--- config.mk ---
export PLATFORM = sky130hd
export DESIGN_NAME = ffia_ctrl
export DESIGN_NICKNAME = d
export VERILOG_FILES = /design/src/hw/rtl/ffia_pkg.sv /design/src/hw/rtl/ffia_ctrl.sv
export SDC_FILE = /design/constraint.sdc
export NUM_CORES = 1
export LEC_CHECK = 0
export BUFFER_PORTS_ARGS = -buffer_cell sky130_fd_sc_hd__buf_2
export CORE_AREA = 4 4 41 43
export DETAILED_ROUTE_END_ITERATION = 8
export DIE_AREA = 0 0 45 47
export HOLD_SLACK_MARGIN = 0.08
export PLACE_DENSITY = 0.43
export SYNTH_ARGS = -nofsm -noshare
export SYNTH_HDL_FRONTEND = slang
export SYNTH_SLANG_ARGS = --single-unit
--- constraint.sdc ---
create_clock -name clk -period 1.13 [get_ports clk]
set_clock_uncertainty 0.15 [all_clocks]
set_input_delay 0 -clock clk [delete_from_list [all_inputs] [get_ports clk]]
set_output_delay 0 -clock clk [all_outputs]
set_load 0.01 [all_outputs]
--- src/hw/rtl/ffia_pkg.sv ---
// Shared types and constants for the first-fit interval allocator.
// No dependencies; imported by the controller, the datapath and the top level.
`default_nettype none

package ffia_pkg;

  localparam int PREF_W = 31;
  localparam int DUR_W  = 24;
  localparam int TIME_W = 32;

  localparam logic [TIME_W-1:0] TIME_ONE = 32'd1;
  localparam logic [TIME_W-1:0] TIME_TOP = 32'hFFFF_FFFF;

  typedef enum logic [2:0] {
    ST_IDLE,
    ST_PREF,
    ST_SCAN,
    ST_DRAIN,
    ST_DONE
  } ffia_state_t;

  // controller -> datapath
  typedef struct packed {
    logic load;        // latch the request, clear the search
    logic issue_pref;  // push the preferred start into the fit pipeline
    logic issue_cand;  // push the next stored candidate into the fit pipeline
    logic finish;      // decide, update the tables, drive the result
  } ffia_cmd_t;

  // datapath -> controller
  typedef struct packed {
    logic full;        // interval table holds its maximum
    logic last_cand;   // next candidate issued is the final one
    logic pipe_busy;   // fit pipeline still holds items
  } ffia_stat_t;

endpackage

`default_nettype wire

--- src/hw/rtl/ffia_ctrl.sv ---
// Sequencer of the interval allocator: load, preferred check, candidate scan,
// pipeline drain and commit. Uses ffia_pkg for its state, command and status types.
`default_nettype none

module ffia_ctrl (
  input  wire                    clk,
  input  wire                    rst_n,
  input  wire                    start,
  output logic                   busy,
  input  wire ffia_pkg::ffia_stat_t stat,
  output ffia_pkg::ffia_cmd_t    cmd
);
  import ffia_pkg::*;

  ffia_state_t state_r, state_nxt;

  always_ff @(posedge clk) begin
    if (!rst_n) begin
      state_r <= ST_IDLE;
    end else begin
      state_r <= state_nxt;
    end
  end

  always_comb begin
    state_nxt = state_r;
    unique case (state_r)
      ST_IDLE: begin
        if (start) state_nxt = ST_PREF;
      end
      ST_PREF: begin
        // a full table skips the search entirely
        state_nxt = stat.full ? ST_DONE : ST_SCAN;
      end
      ST_SCAN: begin
        if (stat.last_cand) state_nxt = ST_DRAIN;
      end
      ST_DRAIN: begin
        if (!stat.pipe_busy) state_nxt = ST_DONE;
      end
      ST_DONE: begin
        state_nxt = ST_IDLE;
      end
      default: state_nxt = ST_IDLE;
    endcase
  end

  always_comb begin
    cmd  = '0;
    busy = 1'b1;
    unique case (state_r)
      ST_IDLE: begin
        busy     = 1'b0;
        cmd.load = start;
      end
      ST_PREF: begin
        cmd.issue_pref = !stat.full;
      end
      ST_SCAN: begin
        cmd.issue_cand = 1'b1;
      end
      ST_DRAIN: begin
      end
      ST_DONE: begin
        cmd.finish = 1'b1;
      end
      default: begin
      end
    endcase
  end

endmodule

`default_nettype wire

==> impl_metrics.yaml <==
grt:
  grt_pass1_wl_um: 869
  antenna_found_initial: 0
  grt_overflow_total: 0
  grt_pass1_vias: 238
  grt_util_met1_pct: 4.31
  grt_util_met2_pct: 11.3
  grt_use_met3_pct: 3.45
  grt.busiest_layer: "met2"
  grt_max_degree: 6
  gr-usage-all-layers_pct: 6.31
die:
  die_h_um: 47
  die_w_um: 45
  core_um2: 1300
  start_util_pct: 12.8
  die-area_um2: 2120
  io_pins: 11
  num_rows: 13
cells_and_area:
  layout-drive-gt1-share_pct: 63.6
  largestRegisters: "state_r (3)"
  final_common_cell: "buf_2"
  nFillCells: 156
  regMostFlops: "state_r"
  layout.nets: 51
  largest_reg_flops: 3
  diodes: 0
  stdcell_area_um2: 382
  mostFrequentLayoutCells: "buf_2, dlygate4sd3_1"
  area_growth_pct: 129
  regArea_um2: 66.3
  multi_input_area_um2: 119
power:
  p_switching_mw: 0.122
  p_seq_share_pct: 27.1
  p_comb_share_pct: 32.3
  switching_share_pct: 26.8
  powerDensity_nw_per_um2: 1190
  finalPower_mw: 0.454
  leakagePower_nw: 0.185
  peakVddDrop_mv: 0.294
  p_int_mw: 0.333
  clkPwrFrac_pct: 40.7
synth:
  synth_cells: 21
  synth_seq_cells: 3
  yosysWarnings: 0
  yosysUniqueCellTypes: 13
  ys_seq_area_share_pct: 36.1
  syn_nets: 27
  synth_area_um2: 166
  syn_avg_cell_area_um2: 7.92
place:
  numPortBuffers: 10
  postPlaceCellArea_um2: 235
  dp_hpwl_um: 326
  place_congestion: 0.630
worst_setup_path:
  rr_endpoint: "state_r[0]"
  r2r_cells: 4
  reg2reg_from: "state_r[1]"
  crit_start: "state_r[0]"
  cp.arrival_ps: 1120
  startpoint_type: "flop"
  worst_ep_required_time_ps: 980
  worstPathBufferInverterCount: 1
  end_kind: "primary output"
  rrSetupSlack_ps: -20
  critPathMaxStageDelay_ps: 380
  crit_slowest_cell: "or3_4"
  worstPathCellList: "or3_4, nor2_2, buf_2"
  crit_end: "cmd[3]"
  cp.depth: 3
  path_delay_family: "simple AND/OR/NAND/NOR gates"
  critPathMaxFanout: 2
  crit_type: "flop to primary output"
routing:
  drtIter0Drc: 2
  dr.pass1.iters: 2
  viasPerCell: 4.00
  vias: 236
  drtAntennaViolNets: 0
  routedWlPerCell_um: 9.44
  drc: 0
  wirelength_um: 557
sta:
  fin_crit_sh_pct: 112
  hold_violations: 2
  finalCriticalPeriod_ps: 1270
  max_freq_mhz: 789
  relSlewSlack_pct: 91.1
  setup_viol: 6
  maxSlewViolCount: 0
  fin_hold_ws_ps: -60.1
  rsz0062_at_grt: "true"
  worst_slack_ps: -138
  worst_pin_slew_ps: 132
worst_hold_path:
  hp-class: "input pin to flop"
  hold_start: "stat[2]"
cts:
  root_buffer: "clkbuf_4"
  clk_pin_slew_ps: 40
  clk_latency_ps: 230
  clock-sinks: 3
  clk_path_buf_depth: 2
  htree_num_levels: 1
  cts-buffers-inserted: 3
  cts_tree: "yes"
  hold_buffers: 4
flow_run:
  drv_cap: 0
outcome:
  status: "finished with violations"
  violations: "hold timing, setup timing"
repair_timing:
| item | 4_1_cts | 5_1_grt |
|---|---|---|
| endpoints found under the hold margin | 3 | 2 |
| pin swaps | 5 | 1 |
| buffers inserted | 5 | 0 |
| setup endpoints to repair | 4 | 6 |
| resized for setup | 9 | 1 |
cell type report:
cell class / instances / area share, %
Timing Repair Buffer: 19 / 37.7
Multi-Input combinational cell: 16 / 31.1
Inverter: 2 / 1.97
Sequential cell: 3 / 17.4
Clock buffer: 4 / 6.89
Tap cell: 15 / 4.92
tightest hold or removal path, cell delays in order:
cell and delay (ps):
buf_2 110, nor2_4 110, nor3_1 60
Yosys cell counts:
cell type | count | area (um^2)
a21oi_1 | 1 | 5.00
nor3_1 | 1 | 5.00
nor3b_1 | 2 | 15.0
nor2_1 | 2 | 7.51
inv_1 | 2 | 7.51
nor2_2 | 1 | 6.26
dfxtp_1 | 3 | 60.1
or3_4 | 1 | 11.3
o211a_1 | 1 | 10.0
nor3b_2 | 1 | 12.5
o21ai_0 | 1 | 5.00
nand2_1 | 4 | 15.0
nand2b_1 | 1 | 6.26
power groups by stage:
stage	sequential, mW	combinational [mW]	clock [mW]
final	0.123	0.147	0.185
after global routing	0.124	0.160	0.203
after CTS	0.123	0.143	0.196
after detailed placement	0.130	0.0866	0
after global placement	0.131	0.0879	0
after floorplan	0.128	0.0568	0
worst min-delay path by stage:
stage,to,depth (start not counted),slack (ps)
6_report,state_r[2],3,-60
3_3_place_gp,state_r[2],4,170
2_1_floorplan,cmd[3],2,-40
4_1_cts,state_r[2],3,-80
3_5_place_dp,state_r[1],4,170
5_1_grt,state_r[2],3,-50
per-layer routing:
metal  share of wire, %  vias up
li1                   -      117
met1                 32      110
met2                 55        7
met3                 11        2
met4                1.6        0
met5                  0        -
cells by family after synthesis:
logic type / Yosys count / synth area share, %
simple gates: 13 / 47.4
flops: 3 / 36.1
compound gates: 3 / 12.0
buf+inv: 2 / 4.51
stage by stage:
step | setup TNS [ps] | setup WS [ps] | instances | hold slack (ps) | util [%]
2_1_floorplan | 0 | 107 | 21 | -40.0 | -
3_3_place_gp | 0 | 54.1 | 46 | 168 | 18.1
3_5_place_dp | 0 | 47.7 | 46 | 171 | 18.1
4_1_cts | -373 | -151 | 59 | -84.4 | 29.1
5_1_grt | -633 | -196 | 59 | -49.0 | 29.3
6_report | -356 | -138 | 59 | -60.1 | 29.3
(Power assumes the default switching activity.)
